[src/hw/rtl/wdtp_pkg.sv]
// wdtp_pkg: shared types, codes and constants for the watchdog timer with prescaler
// used by watchdog_timer_with_prescaler; no dependencies
`default_nettype none

package wdtp_pkg;

   localparam int COUNTER_BITS_DEF  = 16;
   localparam int PRESCALE_BITS_DEF = 8;

   localparam int DATA_BITS   = 16;
   localparam int DIV_BITS    = 7;
   localparam int RESET_COUNT = 32768;

   // request codes
   localparam logic [1:0] REQ_TICK  = 2'd0;
   localparam logic [1:0] REQ_READ  = 2'd1;
   localparam logic [1:0] REQ_WRITE = 2'd2;

   // register numbers
   localparam logic [1:0] REG_CONTROL = 2'd0;
   localparam logic [1:0] REG_RELOAD  = 2'd1;
   localparam logic [1:0] REG_COUNTER = 2'd2;

   // control word bit positions
   localparam int CTL_RESET_EN  = 0;
   localparam int CTL_IRQ_EN    = 2;
   localparam int CTL_DIV_LSB   = 3;
   localparam int CTL_ENABLE    = 5;
   localparam int CTL_PRE_LSB   = 8;
   localparam int CTL_PRE_BITS  = 8;

   typedef struct packed {
      logic [1:0]           req_type;
      logic [1:0]           reg_sel;
      logic [DATA_BITS-1:0] write_value;
   } wdtp_req_type;

   typedef struct packed {
      logic [DATA_BITS-1:0] read_value;
      logic                 irq_pulse;
      logic                 reset_pulse;
   } wdtp_rsp_type;

   // last divider count before wrap: 15, 31, 63 or 127
   function automatic logic [DIV_BITS-1:0] div_limit(input logic [1:0] sel);
      logic [DIV_BITS-1:0] lim;
      case (sel)
         2'd0:    lim = 7'd15;
         2'd1:    lim = 7'd31;
         2'd2:    lim = 7'd63;
         2'd3:    lim = 7'd127;
         default: lim = 7'd127;
      endcase
      return lim;
   endfunction

endpackage

`default_nettype wire

[src/hw/rtl/watchdog_timer_with_prescaler.sv]
// watchdog_timer_with_prescaler: register file, prescaler, divider and down counter
// depends on wdtp_pkg
`default_nettype none

// usage
// req channel: one transaction per peripheral clock tick or register access
//   (req_type tick, read or write; reg_sel picks control, reload or counter)
// rsp channel: exactly one transaction per request, in order, carrying the
//   read data and the interrupt and reset pulses for that request
// response path: a request accepted at one edge has its response in the output
//   register after that edge, or in the skid entry if that register still holds an untaken response
// throughput: one request per cycle while req_stall is low; state is updated in the
//   same cycle the request is taken, so back-to-back ticks count at full rate
// stalls: an output register plus one skid entry sit on the rsp side;
//   req_stall rises only once the skid entry is occupied, and is a register
// reset: synchronous, active high; control clears (timer stopped), reload and
//   counter load 32768, prescaler and divider clear, both response entries
//   empty
module watchdog_timer_with_prescaler
   import wdtp_pkg::*;
#(
   parameter int COUNTER_BITS  = COUNTER_BITS_DEF,
   parameter int PRESCALE_BITS = PRESCALE_BITS_DEF
) (
   input  wire logic         clock,
   input  wire logic         reset,
   input  wire logic         req_valid,
   output      logic         req_stall,
   input  wire wdtp_req_type req,
   output      logic         rsp_valid,
   input  wire logic         rsp_stall,
   output      wdtp_rsp_type rsp
);

   localparam int CntLow = (COUNTER_BITS < DATA_BITS) ? COUNTER_BITS : DATA_BITS;
   localparam int PreLow = (PRESCALE_BITS < CTL_PRE_BITS) ? PRESCALE_BITS : CTL_PRE_BITS;

   logic [DATA_BITS-1:0]     ctl_ff, ctl_in;
   logic [COUNTER_BITS-1:0]  reload_ff, reload_in;
   logic [COUNTER_BITS-1:0]  count_ff, count_in;
   logic [PRESCALE_BITS-1:0] pre_ff, pre_in;
   logic [DIV_BITS-1:0]      div_ff, div_in;

   wdtp_rsp_type out_ff, out_in;
   wdtp_rsp_type skid_ff, skid_in;
   logic         out_valid_ff, out_valid_in;
   logic         skid_valid_ff, skid_valid_in;

   wdtp_rsp_type             res;
   logic                     in_fire;
   logic                     out_fire;
   logic [PRESCALE_BITS-1:0] pre_limit;
   logic [DIV_BITS-1:0]      dlim;

   assign in_fire   = req_valid && !skid_valid_ff;
   assign out_fire  = out_valid_ff && !rsp_stall;
   assign req_stall = skid_valid_ff;
   assign rsp_valid = out_valid_ff;
   assign rsp       = out_ff;

   assign pre_limit = PRESCALE_BITS'(ctl_ff[CTL_PRE_LSB +: PreLow]);
   assign dlim      = div_limit(ctl_ff[CTL_DIV_LSB +: 2]);

   // request processing
   always_comb begin
      ctl_in    = ctl_ff;
      reload_in = reload_ff;
      count_in  = count_ff;
      pre_in    = pre_ff;
      div_in    = div_ff;
      res       = '0;
      case (req.req_type)
         REQ_TICK: begin
            if (ctl_ff[CTL_ENABLE]) begin
               if (pre_ff < pre_limit) begin
                  pre_in = pre_ff + 1'b1;
               end else begin
                  pre_in = '0;
                  if (div_ff < dlim) begin
                     div_in = div_ff + 1'b1;
                  end else begin
                     div_in = '0;
                     if (count_ff <= COUNTER_BITS'(1)) begin
                        count_in        = reload_ff;
                        res.irq_pulse   = ctl_ff[CTL_IRQ_EN];
                        res.reset_pulse = ctl_ff[CTL_RESET_EN];
                     end else begin
                        count_in = count_ff - 1'b1;
                     end
                  end
               end
            end
         end
         REQ_READ: begin
            case (req.reg_sel)
               REG_CONTROL: res.read_value = ctl_ff;
               REG_RELOAD:  res.read_value = DATA_BITS'(reload_ff[CntLow-1:0]);
               REG_COUNTER: res.read_value = DATA_BITS'(count_ff[CntLow-1:0]);
               default:     res.read_value = '0;
            endcase
         end
         REQ_WRITE: begin
            case (req.reg_sel)
               REG_CONTROL: ctl_in    = req.write_value;
               REG_RELOAD:  reload_in = COUNTER_BITS'(req.write_value[CntLow-1:0]);
               REG_COUNTER: count_in  = COUNTER_BITS'(req.write_value[CntLow-1:0]);
               default:     ;
            endcase
         end
         default: ;
      endcase
   end

   // output register and skid entry
   always_comb begin
      out_in        = out_ff;
      skid_in       = skid_ff;
      out_valid_in  = out_valid_ff;
      skid_valid_in = skid_valid_ff;
      if (skid_valid_ff) begin
         if (out_fire) begin
            out_in        = skid_ff;
            skid_valid_in = 1'b0;
         end
      end else if (in_fire) begin
         if (!out_valid_ff || out_fire) begin
            out_in       = res;
            out_valid_in = 1'b1;
         end else begin
            skid_in       = res;
            skid_valid_in = 1'b1;
         end
      end else if (out_fire) begin
         out_valid_in = 1'b0;
      end
   end

   always_ff @(posedge clock) begin
      if (reset) begin
         ctl_ff        <= '0;
         reload_ff     <= COUNTER_BITS'(RESET_COUNT);
         count_ff      <= COUNTER_BITS'(RESET_COUNT);
         pre_ff        <= '0;
         div_ff        <= '0;
         out_valid_ff  <= 1'b0;
         skid_valid_ff <= 1'b0;
      end else begin
         if (in_fire) begin
            ctl_ff    <= ctl_in;
            reload_ff <= reload_in;
            count_ff  <= count_in;
            pre_ff    <= pre_in;
            div_ff    <= div_in;
         end
         out_valid_ff  <= out_valid_in;
         skid_valid_ff <= skid_valid_in;
      end
   end

   always_ff @(posedge clock) begin
      out_ff  <= out_in;
      skid_ff <= skid_in;
   end

`ifndef SYNTHESIS
   a_skid_behind_out: assert property (@(posedge clock) disable iff (reset)
      skid_valid_ff |-> out_valid_ff)
      else $error("skid entry holds a transaction while the output register is empty");

   a_pulse_no_data: assert property (@(posedge clock) disable iff (reset)
      (out_valid_ff && (out_ff.irq_pulse || out_ff.reset_pulse)) |-> out_ff.read_value == '0)
      else $error("expiry pulse carries read data");

   a_disabled_hold: assert property (@(posedge clock) disable iff (reset)
      (!ctl_ff[CTL_ENABLE] && !in_fire) |=> ($stable(pre_ff) && $stable(div_ff)))
      else $error("prescaler or divider moved while timer disabled");

   a_non_tick_hold: assert property (@(posedge clock) disable iff (reset)
      (in_fire && req.req_type != REQ_TICK) |=> ($stable(pre_ff) && $stable(div_ff)))
      else $error("register access advanced prescaler or divider");
`endif

endmodule

`default_nettype wire
[config.mk]
export PLATFORM = sky130hd
export DESIGN_NAME = watchdog_timer_with_prescaler
export DESIGN_NICKNAME = d
export VERILOG_FILES = /design/src/hw/rtl/wdtp_pkg.sv /design/src/hw/rtl/watchdog_timer_with_prescaler.sv
export SDC_FILE = /design/constraint.sdc
export NUM_CORES = 1
export LEC_CHECK = 0
export BUFFER_PORTS_ARGS = -buffer_cell sky130_fd_sc_hd__buf_2
export CORE_ASPECT_RATIO = 1.4
export CORE_UTILIZATION = 43
export CTS_BUF_LIST = sky130_fd_sc_hd__clkbuf_8
export CTS_CLUSTER_SIZE = 10
export DETAILED_ROUTE_END_ITERATION = 8
export GPL_TIMING_DRIVEN = 0
export PLACE_DENSITY = 0.68
export SLEW_MARGIN = 20
export SYNTH_ARGS = -nofsm -noshare
export SYNTH_HDL_FRONTEND = slang
export SYNTH_SLANG_ARGS = --single-unit
[constraint.sdc]
create_clock -name clock -period 2.5 [get_ports clock]
set_clock_uncertainty 0.05 [all_clocks]
set_input_delay 0.125 -clock clock [delete_from_list [all_inputs] [get_ports clock]]
set_output_delay 0.125 -clock clock [all_outputs]
set_load 0.02 [all_outputs]
---- Word level (Yosys, flattened, before mapping) ----
Cells that the tools add are included.
cells by class
  $add $sub $neg .......................... 3
  divide/modulo/power cells ............... 0
  order comparisons ....................... 3
  shift operators ......................... 0
  reduce and logical (&&, ||, !) cells .... 21
  multipliers ............................. 0
  bitwise gates (word level) .............. 3
  multiplexer cells ....................... 27
  eq/ne operators ......................... 13
operators by type and width
  kind                                                                                number
  16-bit 2-to-1 mux                                                                   6
  18-bit 2-to-1 mux                                                                   4
  16-bit case mux with 3 select lines                                                 1
  16-bit case mux with 2 select lines                                                 1
  7-bit case mux with 4 select lines                                                  1
  3-bit AND reduction                                                                 6
  16-bit by 1-bit less-or-equal comparator with 1-bit output (second input constant)  1
  16-bit by 1-bit subtractor with 16-bit output (second input constant)               1
  2-bit 2-to-1 mux                                                                    5
  8-bit by 1-bit adder with 8-bit output (second input constant)                      1
  2-bit == test (second input constant)                                               4
  8-bit < comparator                                                                  1
  8-bit 2-to-1 mux                                                                    1
  2-bit != test (second input constant)                                               4
  2-bit nonzero test                                                                  4
  7-bit by 1-bit adder with 7-bit output (second input constant)                      1
  7-bit < comparator                                                                  1
  1-bit 2-to-1 mux                                                                    7
  7-bit 2-to-1 mux                                                                    1
  2-bit by 1-bit == test with 1-bit output (second input constant)                    3
  2-bit logical NOT                                                                   3
  6-bit AND reduction                                                                 1
  2-bit by 1-bit != test with 1-bit output (second input constant)                    2
  4-bit AND reduction                                                                 1
  4 further kinds                                                                     9
storage, ports and cells
  RAM bits ................................ 0
  ROM bits ................................ 0
  output and inout port bits .............. 20
  memories ................................ 0
  flip-flop bits (word level) ............. 101
  latch bits .............................. 0

---- Longest topological paths before layout ----
  depth after elaboration ................. 10
  mapped depth ............................ 9
  gate-level depth less buffers ........... 8

---- Worst setup path before layout ----
OpenSTA, ideal clock, no wires.
  path kind ............................... register to register
  start ................................... register skid_valid_ff, in the netlist req_stall
  end ..................................... register out_ff (netlist bit rsp[0]) (enable)
  data required time ...................... 2,051 ps
  path slack .............................. 178 ps
  cell stages (with the launch flop) ...... 4
  path buffers ............................ 1
  arrival ................................. 1,873 ps
  cells stage by stage .................... dfxtp_1 > buf_1 > a21oi_1 > a21oi_1
on the way
  cells in the longest elaborated chain, start to end .. 4
  elaborated cells between the ends (all ways) .. 6
  classes of those cells .................. 1 x eq/ne; 5 x reduce/logical
RTL lines
  element                                 line                                  text
  start, declared                         watchdog_timer_with_prescaler.sv:47   logic skid_valid_ff, skid_valid_in;
  start signal, assigned                  watchdog_timer_with_prescaler.sv:156  skid_valid_ff <= skid_valid_in;
  1-bit logical NOT                       watchdog_timer_with_prescaler.sv:55   assign in_fire = req_valid && !skid_valid_ff;
  1-bit logical AND                       watchdog_timer_with_prescaler.sv:55
  2-bit nonzero test (no source line)     --
  3-bit AND reduction (no source line) *  --
  end signal, assigned                    watchdog_timer_with_prescaler.sv:161  out_ff <= out_in;
  end, declared                           watchdog_timer_with_prescaler.sv:44   wdtp_rsp_type out_ff, out_in;
Mark *: on every way between the ends. The rest lies on a longest branch, timed or not.
A chain may end at the register's enable or synchronous reset.

---- Worst setup path after layout ----
  start ................................... register count_ff[0]
  end ..................................... register count_ff[5]
on the way
  cells in the longest elaborated chain, start to end .. 6
  elaborated cells between the ends (all ways) .. 7
  classes of those cells .................. 1 x add/sub; 1 x order compare; 5 x mux
RTL lines
  element                                                                                                                             line                                                                      text
  start, declared                                                                                                                     watchdog_timer_with_prescaler.sv:40                                       logic [COUNTER_BITS-1:0] count_ff, count_in;
  start signal, assigned                                                                                                              watchdog_timer_with_prescaler.sv:142                                      count_ff <= COUNTER_BITS'(RESET_COUNT);
  start signal, assigned                                                                                                              watchdog_timer_with_prescaler.sv:151                                      count_ff <= count_in;
  16-bit by 1-bit subtractor with 16-bit output / 16-bit by 1-bit less-or-equal comparator with 1-bit output (equally long branches)  watchdog_timer_with_prescaler.sv:88, watchdog_timer_with_prescaler.sv:83
  16-bit 2-to-1 mux *                                                                                                                 watchdog_timer_with_prescaler.sv:83                                       if (count_ff <= COUNTER_BITS'(1)) begin
  16-bit 2-to-1 mux *                                                                                                                 watchdog_timer_with_prescaler.sv:79                                       if (div_ff < dlim) begin
  16-bit 2-to-1 mux *                                                                                                                 watchdog_timer_with_prescaler.sv:75                                       if (pre_ff < pre_limit) begin
  16-bit 2-to-1 mux *                                                                                                                 watchdog_timer_with_prescaler.sv:74                                       if (ctl_ff[CTL_ENABLE]) begin
  16-bit case mux with 2 select lines *                                                                                               watchdog_timer_with_prescaler.sv:72                                       case (req.req_type)
Mark *: on every way between the ends. The rest lies on a longest branch, timed or not. The select of a mux whose other input is x is not followed.

==> reports/metrics.csv <==
stage;metric;value;unit
detailed_routing;router iterations before antenna repair;5;
sta;min cycle time layout;2.30;ns
sta;Worst-Margin Slew;0.779;ns
setup_path;Critical Path Slowest Stage Cell;dfxtp_1;
clocking;Inserted Clock Buffers;9;
worst_hold_path;worst hold start;rsp_stall;
die;row count;47;
clocking;clock tree buffer depth;2;
setup_path;Worst Path Arrival;2.50;ns
sta;fin crit share;92.0;%
clocking;clk sinks;101;
placed_design;HPWL after detailed placement;10800;um
global_routing;via count of the first global-routing pass;4584;
sta;unrepaired setup endpoints after global routing;false;
setup_path;critical path, cell by cell;inv_1, ha_1, nor2_1, and3b_1, a21oi_1, a211oi_1, mux2i_1, nor2_1;
global_routing;total global routing track utilization;24.0;%
detailed_routing;final WL;14300;um
detailed_routing;remaining antenna violation count after routing;0;
sta;Final Setup Violations;0;
sta;final-layout setup total negative slack;0;ns
setup_path;Worst Setup Path Type;reg -> reg;
setup_path;Req. time, crit path;2.70;ns
job;Max-Cap Viols;0;
final_layout;most frequent standard cell in the layout excluding fill and tap cells;nand2_1;
global_routing;global route total overflow;0;
logic_synthesis;syn_nets;606;
logic_synthesis;number of warnings issued by yosys;0;
setup_path;cell repeated most along the worst path;nor2_1;
logic_synthesis;distinct cell type count of the synthesized netlist;55;
global_routing;wire length of the first global-routing pass;23100;um
final_layout;area added between synthesis and finish;14.6;%
detailed_routing;routed via count divided by cell count;5.66;
detailed_routing;WL per Instance;18.1;um
placed_design;GP Congestion;1.00;
placed_design;number of input and output port buffers inserted;43;
setup_path;FF-to-FF Start;count_ff[0]$_SDFFE_PP0P_;
logic_synthesis;share of synthesized registers carrying an async set or reset;0;%
die;starting utilization of the core area;44.6;%
pwr;total chip power;3.13;mW
final_layout;fraction of final layout cells sized beyond drive strength 1;16.1;%
detailed_routing;DRC violations left;0;
die;Boundary Pins;44;
final_layout;highest-count cells in the layout ignoring fill and taps;nand2_1, dfxtp_1, nor2_1;
status;result of the run;completed;
setup_path;CP startpoint kind;register;
worst_hold_path;Worst Hold Class;in -> reg;
clocking;clock tree from TritonCTS;yes;
setup_path;terminus of the critical flop-to-flop path;count_ff[5]$_SDFFE_PP0P_;
logic_synthesis;post-synthesis area per instance;9.37;um2
global_routing;initial antenna violation count;0;
logic_synthesis;count of state elements after synthesis;101;
final_layout;layout net count;680;
logic_synthesis;Post-synth EDFFs;36;
detailed_routing;routed via count;4498;
die;height of the die;134;um
logic_synthesis;Mapped Area;0.00532;mm2
sta;normalized max-slew margin;48.0;%
pwr;Lkg Pwr;2.40;nW
setup_path;highest fanout seen on the critical path;7;
logic_synthesis;Synth Instances;568;
logic_synthesis;top flip-flop cell by instance count after synthesis;dfxtp_1;
die;total core area;0.0119;mm2
clocking;H-tree Lvls;3;
sta;number of pins with negative max-slew slack in the final report;0;
global_routing;pin count of the biggest net entering global routing;19;
pwr;highest ir drop seen on vdd;0.230;mV
final_layout;final core utilization;51.1;%
worst_hold_path;number of cells traversed by the worst hold path;3;
sta;Final Hold Viols;0;
setup_path;Reg2Reg Depth;8;
detailed_routing;number of DRC markers in iteration 0;278;
die;Die X-Extent;96.0;um
clocking;clock latency on the worst-skew pair;0.38;ns
worst_hold_path;Min-Delay Endpoint;req_stall$_SDFF_PP0_;
pwr;power density cells;512;mW/mm2
final_layout;antenna cell count;0;
setup_path;kind of end point of the critical path;register;
clocking;buffer type at the clock tree root;clkbuf_8;
setup_path;internal reg-to-reg setup slack;0.20;ns
setup_path;longest individual stage delay on the worst path;0.46;ns
clocking;clock-pin slew on the worst setup and hold paths;0.09;ns
sta;maximum clock rate;435;MHz
logic_synthesis;part of the Yosys area used for sequential elements;44.7;%
die;die outline area;0.0128;mm2
## cell type report
class	instances	area (um2)
fill	1148	5840
multi-input combinational	420	2720
sequential	101	2380
timing repair buffer	63	422
tap	147	184
buffer	32	180
clock buffer	9	124
inverter	15	56.3
clock inverter	7	35.0
## stage by stage
step | hold slack (ns) | cells | worst slack (ns) | instance area [um2]
3_3_place_gp | 0.342 | 758 | -0.106 | 5720
3_5_place_dp | 0.344 | 759 | -0.0466 | 5740
6_report | 0.0384 | 794 | 0.201 | 6100
2_1_floorplan | 0.200 | 568 | 0.178 | 5320
4_1_cts | 0.0363 | 794 | 0.0678 | 6100
5_1_grt | 0.0382 | 794 | 0.0224 | 6100
## registers in the layout (all words and copies together) (netlist names)
name,flops
rsp,18
req_stall,1
div_ff,7
ctl_ff,16
pre_ff,8
rsp_valid,1
count_ff,16
skid_ff,18
reload_ff,16
## layer usage
metal,wire length [um],vias to the layer above,GRT usage [%]
met2,7270,136,41.1
li1,-,2167,-
met1,5820,2152,27.9
met3,723,43,5.31
met4,527,0,10.9
met5,0,-,0
## worst max path at each step
stage	startpoint	end
floorplan	req_stall$_SDFF_PP0_	rsp[0]$_DFFE_PP_
global placement	req_stall$_SDFF_PP0_	rsp[4]$_DFFE_PP_
detailed placement	ctl_ff[4]$_SDFFE_PP0P_	count_ff[13]$_SDFFE_PP0P_
CTS	ctl_ff[4]$_SDFFE_PP0P_	rsp[0]$_DFFE_PP_
global route	ctl_ff[15]$_SDFFE_PP0P_	div_ff[5]$_SDFFE_PP0P_
finish	count_ff[0]$_SDFFE_PP0P_	count_ff[5]$_SDFFE_PP0P_
## Yosys cell counts (9+ instances only)
master    count  area [um2]
edfxtp_1     36        1080
inv_1        15        56.3
dfxtp_1      65        1300
mux2i_1      39         390
a21oi_1      43         215
nand2_1      69         259
xor2_1        9        78.8
and2_1       18         113
clkbuf_1     17        63.8
mux2_2       18         203
ha_1         14         175
nor3_1       14        70.1
a211oi_1     10        75.1
nor2_1       57         214
o21ai_0      30         150
## power breakdown
group	internal [mW]	switching, mW
registers	1.75	0.0235
clock network	0.347	0.569
logic	0.176	0.264
## worst max-delay path: cells and delay by family, from the launching register on
family          cells  cell delay [ns]
compound gates      2             0.55
mux                 1             0.16
buf+inv             1             0.10
fa+ha+maj           1             0.27
simple gates        3             0.59
flops               1             0.46
## kinds of logic after synthesis
family | Yosys count | synth area share [%]
simple gates | 226 | 21.6
compound gates | 106 | 11.9
xor+xnor | 17 | 2.80
flops | 101 | 44.7
buf+inv | 47 | 4.44
mux | 57 | 11.1
fa+ha+maj | 14 | 3.29
## what timing repair did
action / 4_1_cts / 5_1_grt
setup endpoints to repair: 6 / 14
gates resized for setup: 0 / 3
buffers inserted: 3 / 0
hold endpoints to repair: 31 / 0
hold buffers: 16 / 0
cloned: 0 / 0
pin swaps: 1 / 0
Note: power is estimated with default switching activity, not from simulation.
